$ cat src/design/jvcm_pkg.sv
package jvcm_pkg;

    localparam int CFG_ADDR_W = 3;
    localparam int CFG_DATA_W = 16;

    localparam int CMD_W   = 16;
    localparam int STEP_W  = 15;
    localparam int OFS_W   = 24;
    localparam int FRAC_W  = 8;
    localparam int EFF_W   = 32;
    localparam int MUL_A_W = 32;
    localparam int MUL_B_W = 17;
    localparam int PROD_W  = MUL_A_W + MUL_B_W;

    localparam logic signed [OFS_W:0] OFS_MAX = (OFS_W + 1)'((1 << (OFS_W - 1)) - 1);
    localparam logic signed [OFS_W:0] OFS_MIN = (OFS_W + 1)'(-(1 << (OFS_W - 1)));

    localparam logic [CFG_ADDR_W-1:0] REG_BASE_LINEAR   = 3'd0;
    localparam logic [CFG_ADDR_W-1:0] REG_MAX_LINEAR    = 3'd1;
    localparam logic [CFG_ADDR_W-1:0] REG_BASE_ANGULAR  = 3'd2;
    localparam logic [CFG_ADDR_W-1:0] REG_MAX_ANGULAR   = 3'd3;
    localparam logic [CFG_ADDR_W-1:0] REG_STEP_LINEAR   = 3'd4;
    localparam logic [CFG_ADDR_W-1:0] REG_STEP_ANGULAR  = 3'd5;
    localparam logic [CFG_ADDR_W-1:0] REG_SCALE_LINEAR  = 3'd6;
    localparam logic [CFG_ADDR_W-1:0] REG_SCALE_ANGULAR = 3'd7;

    typedef struct packed {
        logic       angular_adjust;
        logic       linear_adjust;
        logic       step_down;
        logic       step_up;
        logic       leave_cruise;
        logic       cruise;
        logic       stop_tail;
        logic [1:0] n_compute;
    } jvcm_job_t;

    typedef enum logic [3:0] {
        BK_IDLE,
        BK_STOP1,
        BK_MUL_LO,
        BK_MUL_AO,
        BK_MUL_LA,
        BK_MUL_AA,
        BK_ANG_RES,
        BK_EMIT,
        BK_LIN,
        BK_STOP2
    } jvcm_back_state_t;

endpackage

$ cat src/design/jvcm_fifo.sv
module jvcm_fifo #(
    parameter int WIDTH = 8,
    parameter int DEPTH = 2
) (
    input  logic             clk,
    input  logic             rst_n,
    input  logic             push,
    input  logic [WIDTH-1:0] wr_data,
    output logic             full,
    input  logic             pop,
    output logic [WIDTH-1:0] rd_data,
    output logic             empty
);

    localparam int PTR_W = (DEPTH > 1) ? $clog2(DEPTH) : 1;
    localparam int CNT_W = $clog2(DEPTH + 1);

    logic [WIDTH-1:0] mem_reg [DEPTH];
    logic [PTR_W-1:0] wr_ptr_reg, wr_ptr_next;
    logic [PTR_W-1:0] rd_ptr_reg, rd_ptr_next;
    logic [CNT_W-1:0] count_reg, count_next;
    logic             do_push, do_pop;

    assign full    = (count_reg == CNT_W'(DEPTH));
    assign empty   = (count_reg == '0);
    assign do_push = push && !full;
    assign do_pop  = pop && !empty;
    assign rd_data = mem_reg[rd_ptr_reg];

    always_comb
    begin
        wr_ptr_next = wr_ptr_reg;
        rd_ptr_next = rd_ptr_reg;
        count_next  = count_reg;
        if (do_push)
        begin
            wr_ptr_next = (wr_ptr_reg == PTR_W'(DEPTH - 1)) ? '0 : wr_ptr_reg + 1'b1;
        end
        if (do_pop)
        begin
            rd_ptr_next = (rd_ptr_reg == PTR_W'(DEPTH - 1)) ? '0 : rd_ptr_reg + 1'b1;
        end
        if (do_push && !do_pop)
        begin
            count_next = count_reg + 1'b1;
        end
        else if (do_pop && !do_push)
        begin
            count_next = count_reg - 1'b1;
        end
    end

    always_ff @(posedge clk or negedge rst_n)
    begin
        if (!rst_n)
        begin
            wr_ptr_reg <= '0;
            rd_ptr_reg <= '0;
            count_reg  <= '0;
        end
        else
        begin
            wr_ptr_reg <= wr_ptr_next;
            rd_ptr_reg <= rd_ptr_next;
            count_reg  <= count_next;
        end
    end

    always_ff @(posedge clk)
    begin
        if (do_push)
        begin
            mem_reg[wr_ptr_reg] <= wr_data;
        end
    end

    a_count_bound: assert property (@(posedge clk) disable iff (!rst_n)
        count_reg <= CNT_W'(DEPTH))
        else $error("queue count beyond depth");

endmodule

$ cat src/design/jvcm_front.sv
module jvcm_front
    import jvcm_pkg::*;
#(
    parameter int AXIS_WIDTH = 16
) (
    input  logic                         clk,
    input  logic                         rst_n,
    input  logic                         push,
    output logic                         full,
    input  logic                         btn_angular_adjust,
    input  logic                         btn_cruise,
    input  logic                         btn_manual,
    input  logic                         btn_linear_adjust,
    input  logic                         btn_step_down,
    input  logic                         btn_step_up,
    input  logic signed [AXIS_WIDTH-1:0] axis_turn_manual,
    input  logic signed [AXIS_WIDTH-1:0] axis_forward,
    input  logic signed [AXIS_WIDTH-1:0] axis_turn_cruise,
    input  logic                         jq_full,
    output logic                         jq_push,
    output jvcm_job_t                    jq_job,
    output logic signed [AXIS_WIDTH-1:0] jq_ax_lin,
    output logic signed [AXIS_WIDTH-1:0] jq_ax_ang
);

    logic cruise_reg, cruise_next;
    logic prev_cruise_reg, prev_down_reg, prev_up_reg;
    logic accept, cruise_rise, comp_cruise;

    assign full        = jq_full;
    assign accept      = push && !jq_full;
    assign jq_push     = accept;
    assign cruise_rise = btn_cruise && !prev_cruise_reg;
    assign cruise_next = cruise_rise ? !cruise_reg : cruise_reg;
    assign comp_cruise = !btn_cruise && cruise_next;

    always_comb
    begin
        jq_job.angular_adjust = btn_angular_adjust;
        jq_job.linear_adjust  = btn_linear_adjust;
        jq_job.step_down      = btn_step_down && !prev_down_reg;
        jq_job.step_up        = btn_step_up && !prev_up_reg;
        jq_job.leave_cruise   = cruise_rise && cruise_reg;
        jq_job.cruise         = cruise_next;
        jq_job.stop_tail      = !btn_cruise && !btn_manual && !cruise_next;
        jq_job.n_compute      = {1'b0, comp_cruise} + {1'b0, btn_manual};
        jq_ax_lin             = axis_forward;
        jq_ax_ang             = cruise_next ? axis_turn_cruise : axis_turn_manual;
    end

    always_ff @(posedge clk or negedge rst_n)
    begin
        if (!rst_n)
        begin
            cruise_reg      <= 1'b0;
            prev_cruise_reg <= 1'b0;
            prev_down_reg   <= 1'b0;
            prev_up_reg     <= 1'b0;
        end
        else if (accept)
        begin
            cruise_reg      <= cruise_next;
            prev_cruise_reg <= btn_cruise;
            prev_down_reg   <= btn_step_down;
            prev_up_reg     <= btn_step_up;
        end
    end

endmodule

$ cat src/design/jvcm_back.sv
module jvcm_back
    import jvcm_pkg::*;
#(
    parameter int SPEED_WIDTH = 16,
    parameter int AXIS_WIDTH  = 16
) (
    input  logic                          clk,
    input  logic                          rst_n,
    input  logic                          cfg_we,
    input  logic [CFG_ADDR_W-1:0]         cfg_addr,
    input  logic [CFG_DATA_W-1:0]         cfg_wdata,
    input  logic                          jq_empty,
    input  jvcm_job_t                     jq_job,
    input  logic signed [AXIS_WIDTH-1:0]  jq_ax_lin,
    input  logic signed [AXIS_WIDTH-1:0]  jq_ax_ang,
    output logic                          jq_pop,
    input  logic                          res_full,
    output logic                          res_push,
    output logic signed [SPEED_WIDTH-1:0] res_linear,
    output logic signed [SPEED_WIDTH-1:0] res_angular,
    output logic                          res_is_stop,
    output logic                          res_last
);

    localparam logic signed [PROD_W-1:0] OFS_HALF = PROD_W'(1) << (FRAC_W - 1);
    localparam logic signed [PROD_W-1:0] AX_HALF  = PROD_W'(1) << (AXIS_WIDTH - 2);
    localparam logic signed [32:0] SPD_HI = (33'sd1 <<< (SPEED_WIDTH - 1)) - 33'sd1;
    localparam logic signed [32:0] SPD_LO = -SPD_HI - 33'sd1;

    jvcm_back_state_t state_reg, state_next;

    logic signed [CMD_W-1:0]      base_lin_reg, base_ang_reg, scale_lin_reg, scale_ang_reg;
    logic [STEP_W-1:0]            max_lin_reg, max_ang_reg, step_lin_reg, step_ang_reg;

    jvcm_job_t                    job_reg, job_next;
    logic signed [AXIS_WIDTH-1:0] ax_lin_reg, ax_lin_next, ax_ang_reg, ax_ang_next;
    logic signed [OFS_W-1:0]      lin_ofs_reg, lin_ofs_next, ang_ofs_reg, ang_ofs_next;
    logic signed [OFS_W-1:0]      ang_tmp;
    logic [3:0]                   locks_reg, locks_next;
    logic                         second_reg, second_next;
    logic signed [PROD_W-1:0]     prod_reg, mul_p;
    logic signed [MUL_A_W-1:0]    mul_a;
    logic signed [MUL_B_W-1:0]    mul_b;
    logic signed [EFF_W-1:0]      el_reg, el_next, ea_reg, ea_next;
    logic signed [CMD_W-1:0]      lin_res_reg, lin_res_next, ang_res_reg, ang_res_next;
    logic signed [CMD_W-1:0]      out_lin, out_ang;
    logic                         emit_final;

    function automatic logic signed [OFS_W-1:0] ofs_step(
        input logic signed [OFS_W-1:0] ofs,
        input logic [STEP_W-1:0]       step,
        input logic                    down
    );
        logic signed [OFS_W:0] wide;
        logic signed [OFS_W:0] delta;
        logic signed [OFS_W:0] sum;
        wide  = $signed({ofs[OFS_W-1], ofs});
        delta = $signed({{(OFS_W + 1 - STEP_W){1'b0}}, step});
        sum   = down ? (wide - delta) : (wide + delta);
        if (sum > OFS_MAX)
        begin
            sum = OFS_MAX;
        end
        else if (sum < OFS_MIN)
        begin
            sum = OFS_MIN;
        end
        return sum[OFS_W-1:0];
    endfunction

    function automatic logic signed [EFF_W-1:0] eff_speed(
        input logic signed [CMD_W-1:0]  base,
        input logic signed [PROD_W-1:0] p
    );
        logic signed [PROD_W-1:0] r;
        r = (p + OFS_HALF) >>> FRAC_W;
        return $signed({{(EFF_W - CMD_W){base[CMD_W-1]}}, base}) + $signed(r[EFF_W-1:0]);
    endfunction

    function automatic logic signed [CMD_W-1:0] by_axis(
        input logic signed [PROD_W-1:0]     p,
        input logic signed [AXIS_WIDTH-1:0] ax,
        input logic [STEP_W-1:0]            maxv
    );
        logic signed [PROD_W-1:0] r;
        logic signed [PROD_W-1:0] lim;
        r   = (p + AX_HALF) >>> (AXIS_WIDTH - 1);
        lim = $signed({{(PROD_W - STEP_W){1'b0}}, maxv});
        if (ax == '0)
        begin
            r = '0;
        end
        else if (!ax[AXIS_WIDTH-1])
        begin
            if (r < 0)
            begin
                r = '0;
            end
            else if (r > lim)
            begin
                r = lim;
            end
        end
        else
        begin
            if (r > 0)
            begin
                r = '0;
            end
            else if (r < -lim)
            begin
                r = -lim;
            end
        end
        return r[CMD_W-1:0];
    endfunction

    function automatic logic signed [CMD_W-1:0] cruise_clamp(
        input logic signed [EFF_W-1:0] e,
        input logic [STEP_W-1:0]       maxv
    );
        logic signed [EFF_W-1:0] r;
        logic signed [EFF_W-1:0] lim;
        lim = $signed({{(EFF_W - STEP_W){1'b0}}, maxv});
        r   = e;
        if (e < 0)
        begin
            r = '0;
        end
        else if (e > lim)
        begin
            r = lim;
        end
        return r[CMD_W-1:0];
    endfunction

    function automatic logic signed [SPEED_WIDTH-1:0] sat_out(input logic signed [CMD_W-1:0] v);
        logic signed [32:0] w;
        w = $signed({{(33 - CMD_W){v[CMD_W-1]}}, v});
        if (w > SPD_HI)
        begin
            w = SPD_HI;
        end
        else if (w < SPD_LO)
        begin
            w = SPD_LO;
        end
        return w[SPEED_WIDTH-1:0];
    endfunction

    assign emit_final = (job_reg.n_compute == 2'd1) || second_reg;
    assign mul_p      = mul_a * mul_b;

    always_comb
    begin
        state_next = state_reg;
        case (state_reg)
            BK_IDLE:
            begin
                if (!jq_empty)
                begin
                    if (jq_job.leave_cruise)
                    begin
                        state_next = BK_STOP1;
                    end
                    else if (jq_job.n_compute != 2'd0)
                    begin
                        state_next = BK_MUL_LO;
                    end
                    else
                    begin
                        state_next = BK_LIN;
                    end
                end
            end
            BK_STOP1:
            begin
                if (!res_full)
                begin
                    state_next = (job_reg.n_compute != 2'd0) ? BK_MUL_LO : BK_LIN;
                end
            end
            BK_MUL_LO:  state_next = BK_MUL_AO;
            BK_MUL_AO:  state_next = BK_MUL_LA;
            BK_MUL_LA:  state_next = BK_MUL_AA;
            BK_MUL_AA:  state_next = BK_ANG_RES;
            BK_ANG_RES: state_next = BK_EMIT;
            BK_EMIT:
            begin
                if (!res_full && emit_final)
                begin
                    state_next = BK_LIN;
                end
            end
            BK_LIN:
            begin
                state_next = job_reg.stop_tail ? BK_STOP2 : BK_IDLE;
            end
            BK_STOP2:
            begin
                if (!res_full)
                begin
                    state_next = BK_IDLE;
                end
            end
            default: state_next = BK_IDLE;
        endcase
    end

    always_comb
    begin
        jq_pop      = 1'b0;
        res_push    = 1'b0;
        res_is_stop = 1'b0;
        res_last    = 1'b0;
        out_lin     = '0;
        out_ang     = '0;
        mul_a       = '0;
        mul_b       = '0;
        case (state_reg)
            BK_IDLE:
            begin
                jq_pop = !jq_empty;
            end
            BK_STOP1:
            begin
                res_push    = !res_full;
                res_is_stop = 1'b1;
                res_last    = (job_reg.n_compute == 2'd0);
            end
            BK_MUL_LO:
            begin
                mul_a = $signed({{(MUL_A_W - OFS_W){lin_ofs_reg[OFS_W-1]}}, lin_ofs_reg});
                mul_b = $signed({scale_lin_reg[CMD_W-1], scale_lin_reg});
            end
            BK_MUL_AO:
            begin
                mul_a = $signed({{(MUL_A_W - OFS_W){ang_ofs_reg[OFS_W-1]}}, ang_ofs_reg});
                mul_b = $signed({scale_ang_reg[CMD_W-1], scale_ang_reg});
            end
            BK_MUL_LA:
            begin
                mul_a = el_reg;
                mul_b = $signed({{(MUL_B_W - AXIS_WIDTH){ax_lin_reg[AXIS_WIDTH-1]}}, ax_lin_reg});
            end
            BK_MUL_AA:
            begin
                mul_a = ea_reg;
                mul_b = $signed({{(MUL_B_W - AXIS_WIDTH){ax_ang_reg[AXIS_WIDTH-1]}}, ax_ang_reg});
            end
            BK_EMIT:
            begin
                res_push = !res_full;
                res_last = emit_final;
                out_lin  = lin_res_reg;
                out_ang  = ang_res_reg;
            end
            BK_STOP2:
            begin
                res_push    = !res_full;
                res_is_stop = 1'b1;
                res_last    = 1'b1;
            end
            default:
            begin
                jq_pop = 1'b0;
            end
        endcase
        res_linear  = sat_out(out_lin);
        res_angular = sat_out(out_ang);
    end

    always_comb
    begin
        job_next     = job_reg;
        ax_lin_next  = ax_lin_reg;
        ax_ang_next  = ax_ang_reg;
        lin_ofs_next = lin_ofs_reg;
        ang_ofs_next = ang_ofs_reg;
        locks_next   = locks_reg;
        second_next  = second_reg;
        el_next      = el_reg;
        ea_next      = ea_reg;
        lin_res_next = lin_res_reg;
        ang_res_next = ang_res_reg;
        ang_tmp      = ang_ofs_reg;
        case (state_reg)
            BK_IDLE:
            begin
                if (!jq_empty)
                begin
                    job_next    = jq_job;
                    ax_lin_next = jq_ax_lin;
                    ax_ang_next = jq_ax_ang;
                    second_next = 1'b0;
                    if (jq_job.angular_adjust && jq_job.step_down && !locks_reg[2])
                    begin
                        ang_tmp = ofs_step(ang_ofs_reg, step_ang_reg, 1'b1);
                    end
                    if (jq_job.angular_adjust && jq_job.step_up && !locks_reg[3])
                    begin
                        ang_tmp = ofs_step(ang_tmp, step_ang_reg, 1'b0);
                    end
                    ang_ofs_next = ang_tmp;
                    if (jq_job.leave_cruise)
                    begin
                        locks_next = '0;
                    end
                end
            end
            BK_MUL_AO:
            begin
                el_next = eff_speed(base_lin_reg, prod_reg);
            end
            BK_MUL_LA:
            begin
                ea_next = eff_speed(base_ang_reg, prod_reg);
            end
            BK_MUL_AA:
            begin
                lin_res_next = job_reg.cruise ? cruise_clamp(el_reg, max_lin_reg)
                                              : by_axis(prod_reg, ax_lin_reg, max_lin_reg);
                locks_next[0] = el_reg[EFF_W-1];
                locks_next[1] = el_reg > $signed({{(EFF_W - STEP_W){1'b0}}, max_lin_reg});
                locks_next[2] = ea_reg[EFF_W-1];
                locks_next[3] = ea_reg > $signed({{(EFF_W - STEP_W){1'b0}}, max_ang_reg});
            end
            BK_ANG_RES:
            begin
                ang_res_next = by_axis(prod_reg, ax_ang_reg, max_ang_reg);
            end
            BK_EMIT:
            begin
                if (!res_full && !emit_final)
                begin
                    second_next = 1'b1;
                end
            end
            BK_LIN:
            begin
                lin_ofs_next = lin_ofs_reg;
                if (job_reg.linear_adjust && job_reg.step_down && !locks_reg[0])
                begin
                    lin_ofs_next = ofs_step(lin_ofs_reg, step_lin_reg, 1'b1);
                end
                if (job_reg.linear_adjust && job_reg.step_up && !locks_reg[1])
                begin
                    lin_ofs_next = ofs_step(lin_ofs_next, step_lin_reg, 1'b0);
                end
            end
            default:
            begin
                second_next = second_reg;
            end
        endcase
    end

    always_ff @(posedge clk or negedge rst_n)
    begin
        if (!rst_n)
        begin
            state_reg     <= BK_IDLE;
            lin_ofs_reg   <= '0;
            ang_ofs_reg   <= '0;
            locks_reg     <= '0;
            second_reg    <= 1'b0;
            base_lin_reg  <= 16'sd128;
            max_lin_reg   <= 15'd256;
            base_ang_reg  <= 16'sd128;
            max_ang_reg   <= 15'd256;
            step_lin_reg  <= 15'd26;
            step_ang_reg  <= 15'd26;
            scale_lin_reg <= 16'sd256;
            scale_ang_reg <= 16'sd256;
        end
        else
        begin
            state_reg   <= state_next;
            lin_ofs_reg <= lin_ofs_next;
            ang_ofs_reg <= ang_ofs_next;
            locks_reg   <= locks_next;
            second_reg  <= second_next;
            if (cfg_we)
            begin
                case (cfg_addr)
                    REG_BASE_LINEAR:   base_lin_reg  <= $signed(cfg_wdata);
                    REG_MAX_LINEAR:    max_lin_reg   <= cfg_wdata[STEP_W-1:0];
                    REG_BASE_ANGULAR:  base_ang_reg  <= $signed(cfg_wdata);
                    REG_MAX_ANGULAR:   max_ang_reg   <= cfg_wdata[STEP_W-1:0];
                    REG_STEP_LINEAR:   step_lin_reg  <= cfg_wdata[STEP_W-1:0];
                    REG_STEP_ANGULAR:  step_ang_reg  <= cfg_wdata[STEP_W-1:0];
                    REG_SCALE_LINEAR:  scale_lin_reg <= $signed(cfg_wdata);
                    REG_SCALE_ANGULAR: scale_ang_reg <= $signed(cfg_wdata);
                    default:           base_lin_reg  <= base_lin_reg;
                endcase
            end
        end
    end

    always_ff @(posedge clk)
    begin
        job_reg     <= job_next;
        ax_lin_reg  <= ax_lin_next;
        ax_ang_reg  <= ax_ang_next;
        prod_reg    <= mul_p;
        el_reg      <= el_next;
        ea_reg      <= ea_next;
        lin_res_reg <= lin_res_next;
        ang_res_reg <= ang_res_next;
    end

    a_leave_clears_locks: assert property (@(posedge clk) disable iff (!rst_n)
        (state_reg == BK_IDLE && !jq_empty && jq_job.leave_cruise) |=> (locks_reg == '0))
        else $error("locks not cleared on leaving cruise");

    a_second_only_double: assert property (@(posedge clk) disable iff (!rst_n)
        second_reg |-> (job_reg.n_compute == 2'd2))
        else $error("second command on a single-command item");

    a_ang_ofs_idle_only: assert property (@(posedge clk) disable iff (!rst_n)
        (state_reg != BK_IDLE) |=> $stable(ang_ofs_reg))
        else $error("angular offset moved outside item start");

    a_lin_ofs_lin_only: assert property (@(posedge clk) disable iff (!rst_n)
        (state_reg != BK_LIN) |=> $stable(lin_ofs_reg))
        else $error("linear offset moved outside linear step");

endmodule

$ cat src/design/joystick_velocity_command_mapper.sv
// Each item is taken from the job queue by the back end, which handles one item at a time;
// a stop for leaving cruise mode goes to the result queue before the command after it.
// Computed commands use the single multiplier of the back end, shared in sequence by its
// four products, so a new item is not taken until the last one is through.
// Reset (rst_n low, asynchronous): manual mode, button history, offsets and locks cleared,
// both queues emptied, registers back to their defaults.
module joystick_velocity_command_mapper
    import jvcm_pkg::*;
#(
    parameter int SPEED_WIDTH = 16,
    parameter int AXIS_WIDTH  = 16
) (
    input  logic                          clk,
    input  logic                          rst_n,
    input  logic                          push,
    output logic                          full,
    input  logic                          btn_angular_adjust,
    input  logic                          btn_cruise,
    input  logic                          btn_manual,
    input  logic                          btn_linear_adjust,
    input  logic                          btn_step_down,
    input  logic                          btn_step_up,
    input  logic signed [AXIS_WIDTH-1:0]  axis_turn_manual,
    input  logic signed [AXIS_WIDTH-1:0]  axis_forward,
    input  logic signed [AXIS_WIDTH-1:0]  axis_turn_cruise,
    output logic                          empty,
    input  logic                          pop,
    output logic signed [SPEED_WIDTH-1:0] linear_cmd,
    output logic signed [SPEED_WIDTH-1:0] angular_cmd,
    output logic                          is_stop,
    output logic                          last,
    input  logic                          cfg_we,
    input  logic [CFG_ADDR_W-1:0]         cfg_addr,
    input  logic [CFG_DATA_W-1:0]         cfg_wdata
);

    localparam int JOB_W   = $bits(jvcm_job_t) + 2 * AXIS_WIDTH;
    localparam int RES_W   = 2 * SPEED_WIDTH + 2;
    localparam int QUEUE_D = 2;

    jvcm_job_t                     fr_job, jq_job;
    logic signed [AXIS_WIDTH-1:0]  fr_ax_lin, fr_ax_ang, jq_ax_lin, jq_ax_ang;
    logic                          jq_push, jq_full, jq_pop, jq_empty;
    logic [JOB_W-1:0]              jq_wr_data, jq_rd_data;
    logic                          res_push, res_full, res_is_stop, res_last;
    logic signed [SPEED_WIDTH-1:0] res_linear, res_angular;
    logic [RES_W-1:0]              res_wr_data, res_rd_data;

    jvcm_front #(
        .AXIS_WIDTH (AXIS_WIDTH)
    ) u_front (
        .clk                (clk),
        .rst_n              (rst_n),
        .push               (push),
        .full               (full),
        .btn_angular_adjust (btn_angular_adjust),
        .btn_cruise         (btn_cruise),
        .btn_manual         (btn_manual),
        .btn_linear_adjust  (btn_linear_adjust),
        .btn_step_down      (btn_step_down),
        .btn_step_up        (btn_step_up),
        .axis_turn_manual   (axis_turn_manual),
        .axis_forward       (axis_forward),
        .axis_turn_cruise   (axis_turn_cruise),
        .jq_full            (jq_full),
        .jq_push            (jq_push),
        .jq_job             (fr_job),
        .jq_ax_lin          (fr_ax_lin),
        .jq_ax_ang          (fr_ax_ang)
    );

    assign jq_wr_data = {fr_job, fr_ax_lin, fr_ax_ang};
    assign {jq_job, jq_ax_lin, jq_ax_ang} = jq_rd_data;

    jvcm_fifo #(
        .WIDTH (JOB_W),
        .DEPTH (QUEUE_D)
    ) u_job_q (
        .clk     (clk),
        .rst_n   (rst_n),
        .push    (jq_push),
        .wr_data (jq_wr_data),
        .full    (jq_full),
        .pop     (jq_pop),
        .rd_data (jq_rd_data),
        .empty   (jq_empty)
    );

    jvcm_back #(
        .SPEED_WIDTH (SPEED_WIDTH),
        .AXIS_WIDTH  (AXIS_WIDTH)
    ) u_back (
        .clk         (clk),
        .rst_n       (rst_n),
        .cfg_we      (cfg_we),
        .cfg_addr    (cfg_addr),
        .cfg_wdata   (cfg_wdata),
        .jq_empty    (jq_empty),
        .jq_job      (jq_job),
        .jq_ax_lin   (jq_ax_lin),
        .jq_ax_ang   (jq_ax_ang),
        .jq_pop      (jq_pop),
        .res_full    (res_full),
        .res_push    (res_push),
        .res_linear  (res_linear),
        .res_angular (res_angular),
        .res_is_stop (res_is_stop),
        .res_last    (res_last)
    );

    assign res_wr_data = {res_linear, res_angular, res_is_stop, res_last};
    assign {linear_cmd, angular_cmd, is_stop, last} = res_rd_data;

    jvcm_fifo #(
        .WIDTH (RES_W),
        .DEPTH (QUEUE_D)
    ) u_res_q (
        .clk     (clk),
        .rst_n   (rst_n),
        .push    (res_push),
        .wr_data (res_wr_data),
        .full    (res_full),
        .pop     (pop),
        .rd_data (res_rd_data),
        .empty   (empty)
    );

endmodule
$ cat config.mk
export PLATFORM = sky130hd
export DESIGN_NAME = joystick_velocity_command_mapper
export DESIGN_NICKNAME = d
export VERILOG_FILES = /design/src/design/jvcm_pkg.sv /design/src/design/jvcm_fifo.sv /design/src/design/jvcm_front.sv /design/src/design/jvcm_back.sv /design/src/design/joystick_velocity_command_mapper.sv
export SDC_FILE = /design/constraint.sdc
export NUM_CORES = 2
export LEC_CHECK = 0
export BUFFER_PORTS_ARGS = -buffer_cell sky130_fd_sc_hd__buf_2
export CAP_MARGIN = 20
export CORE_MARGIN = 2
export CORE_UTILIZATION = 59
export DETAILED_ROUTE_END_ITERATION = 10
export GPL_TIMING_DRIVEN = 0
export HOLD_SLACK_MARGIN = 0.06
export PLACE_DENSITY = 0.82
export SYNTH_ARGS = -nofsm -noshare
export SYNTH_HDL_FRONTEND = slang
export SYNTH_SLANG_ARGS = --single-unit
$ cat constraint.sdc
create_clock -name clk -period 8.2 [get_ports clk]
set_clock_uncertainty 0.2 [all_clocks]
set_input_delay 1.23 -clock clk [delete_from_list [all_inputs] [get_ports clk]]
set_output_delay 1.23 -clock clk [all_outputs]
set_load 0.05 [all_outputs]
==> flow_metrics.py <==
metrics = {
    "outcome": {
        "status": "finished clean",
    },
    "placement": {
        "numPortBuffers": 109,
        "place_area_mm2": 0.0537,
        "place.gp.congestion": 1.02,
        "dp_hpwl_um": 131000,
        "place_ws_ns": -2.59,
    },
    "cts": {
        "cts-root-buf": "clkbuf_16",
        "clkLatencyLatePin_ns": 0.63,
        "path_clk_slew_ns": 0.06,
        "cts_hold_buf": 0,
        "cts_inserted_buffers": 54,
        "cts.sinks": 520,
        "cts_max_path_buffers": 3,
        "ctsHtreeMaxLevel": 2,
        "cts_tree": "done",
    },
    "worst_setup_path": {
        "cp_common_cell": "fa_1",
        "crit_fanout": 10,
        "path_buf_inv": 6,
        "critPathTopFamily": "adder cells",
        "crit_required_ns": 8.52,
        "slowest_stage": "fa_1",
        "crit_path_start_kind": "flip-flop",
        "slowest_delay_ns": 0.56,
        "arrival_ns": 8.49,
        "end_kind": "flip-flop",
        "path_class": "reg2reg",
    },
    "logic_synthesis": {
        "synth-seq-area-share_pct": 27.7,
        "ys_types": 109,
        "synth_edf_count": 285,
        "synthArstFlopShare_pct": 37.1,
        "syn_avg_cell_area_um2": 9.80,
        "yosysWarningCount": 0,
        "synth_fp_nets": 6243,
        "syn-instance-count": 5244,
        "ys_ff_latch": 520,
        "synth_common_cells": "inv_1 (533), nand2_1 (530), fa_1 (527), nor2_1 (468), ha_1 (394)",
        "netlist_area_mm2": 0.0514,
        "synth_most_common_cell": "inv_1",
        "synth_top_area_share_pct": 20.5,
        "synth_top_cell_by_area": "fa_1",
        "yosys-top-cells-area": "fa_1 (21%), edfxtp_1 (17%), ha_1 (9.6%), dfrtp_1 (8.8%), mux2_2 (4.2%)",
        "synth_ff_type": "edfxtp_1",
    },
    "final_layout": {
        "finalCoreUtilization_pct": 66.4,
        "fill_cells": 6688,
        "drive_above_1_share_pct": 14.5,
        "syn2layout_area_growth_pct": 11.9,
        "finalNetCount": 6494,
        "multi_input_area_mm2": 0.0351,
        "largest_reg_flops": 82,
        "finalInstanceArea_mm2": 0.0575,
        "register_area_mm2": 0.0142,
    },
    "worst_hold_path": {
        "hp-class": "reg2reg",
    },
    "timing": {
        "drv_slew": 0,
        "layout_setup_ws_ns": 0.0346,
        "worstMarginPinSlew_ns": 1.21,
        "fmax_mhz": 122,
        "finalSetupViolCount": 0,
        "timing.final.crit_period_ns": 8.17,
        "fin_setup_tns_ns": 0,
        "fin_crit_sh_pct": 99.6,
        "slew_headroom_pct": 19.2,
        "finalHoldViolCount": 0,
    },
    "global_routing": {
        "first_global_vias": 42700,
        "grt_max_degree": 109,
        "antenna_found_initial": 12,
        "grtUsageTotal_pct": 37.7,
        "grt_pass1_wl_um": 256000,
        "grt-ovfl-total": 0,
    },
    "floorplanning": {
        "die_height_um": 299,
        "die_w_um": 299,
        "dieArea_mm2": 0.0894,
        "coreArea_mm2": 0.0865,
        "pin_count": 114,
        "start_util_pct": 59.4,
        "rows": 108,
    },
    "flow_run": {
        "drv_cap": 0,
    },
    "routing": {
        "vias": 42800,
        "drc": 0,
        "wl_per_cell_um": 25.3,
        "routed_wl_um": 170000,
        "drtIter0Drc": 4698,
        "ant_nets": 0,
        "avgViaCountPerCell": 6.38,
        "first_pass_iters": 8,
    },
}
[per-stage QoR]
stage / instances / hold WS, ns
after floorplan: 5244 / 0.261
after global placement: 6508 / 0.275
after detailed placement: 6526 / 0.294
after CTS: 6641 / 0.309
after global routing: 6696 / 0.318
final: 6699 / 0.309
[area by class of cell]
class                      instances  area share, %
buffer                           193           2.27
inverter                         533           3.48
multi-input combinational       3971           61.0
clock buffer                      70           2.58
clock inverter                    31          0.475
tap                             1155           2.52
sequential                       520           24.8
timing repair buffer             222           2.82
antenna                            4         0.0174
[cell families (layout without fill, tap and decap cells)]
family	Yosys count	in the layout	synth area share [%]
compound gates	952	952	12.5
xor+xnor	241	241	4.12
fa+ha+maj	921	921	30.1
buf+inv	753	1049	5.59
flops	520	520	27.7
mux	235	235	5.04
other cells	0	4	0
simple gates	1622	1622	14.8
[what timing repair did]
action	in CTS	in global routing
gates cloned	1	3
setup buffers	36	47
pin swaps	23	39
resized for setup	268	116
endpoints found under the setup margin	39	25
[final timing paths]
check,start,end,slack (ns),depth (start not counted)
setup / recovery,u_back.state_reg[1],u_back.prod_reg[45],0.03,28
hold / removal,u_back.scale_ang_reg[12],u_back.scale_ang_reg[12],0.31,1
setup reg to reg,u_back.state_reg[1],u_back.prod_reg[45],0.03,28
hold reg to reg,u_back.scale_ang_reg[12],u_back.scale_ang_reg[12],0.31,1
max in group asynchronous,rst_n,u_back.lin_ofs_reg[6],6.30,2
min in group asynchronous,rst_n,u_back.step_ang_reg[13],0.40,1
[worst reg2reg max path, delay by kind of cell (launching register included)]
family	cells	cell delay (ns)
AOI/OAI and AO/OA	7	1.74
buffers and inverters	6	0.73
DFF	1	0.41
and+or+nand+nor	7	1.22
adders and majority gates	7	3.58
xor gates and xnor gates	1	0.20
[metal layers]
metal / global-route usage, % / wire, um / vias up
li1: - / - / 18600
met1: 50.1 / 64600 / 20900
met2: 57.1 / 73800 / 2622
met3: 9.60 / 20300 / 575
met4: 20.3 / 10800 / 14
met5: 0 / 147 / -
[cell usage in the layout, fill, tap and decap left out, types with 100 or more instances in the layout]
cell type and instances:
mux2_2 191, fa_1 522, clkbuf_1 120, a21oi_1 218
ha_1 387, nand2_1 506, nor3_1 108, buf_2 121
inv_1 532, dfrtp_1 178, edfxtp_1 285, xnor2_1 160
o21ai_0 165, nor2_1 463, buf_4 100
Power is left out: the tool's default activity adds up to more than one toggle a clock period on the data nets, which glitch-free logic cannot reach.
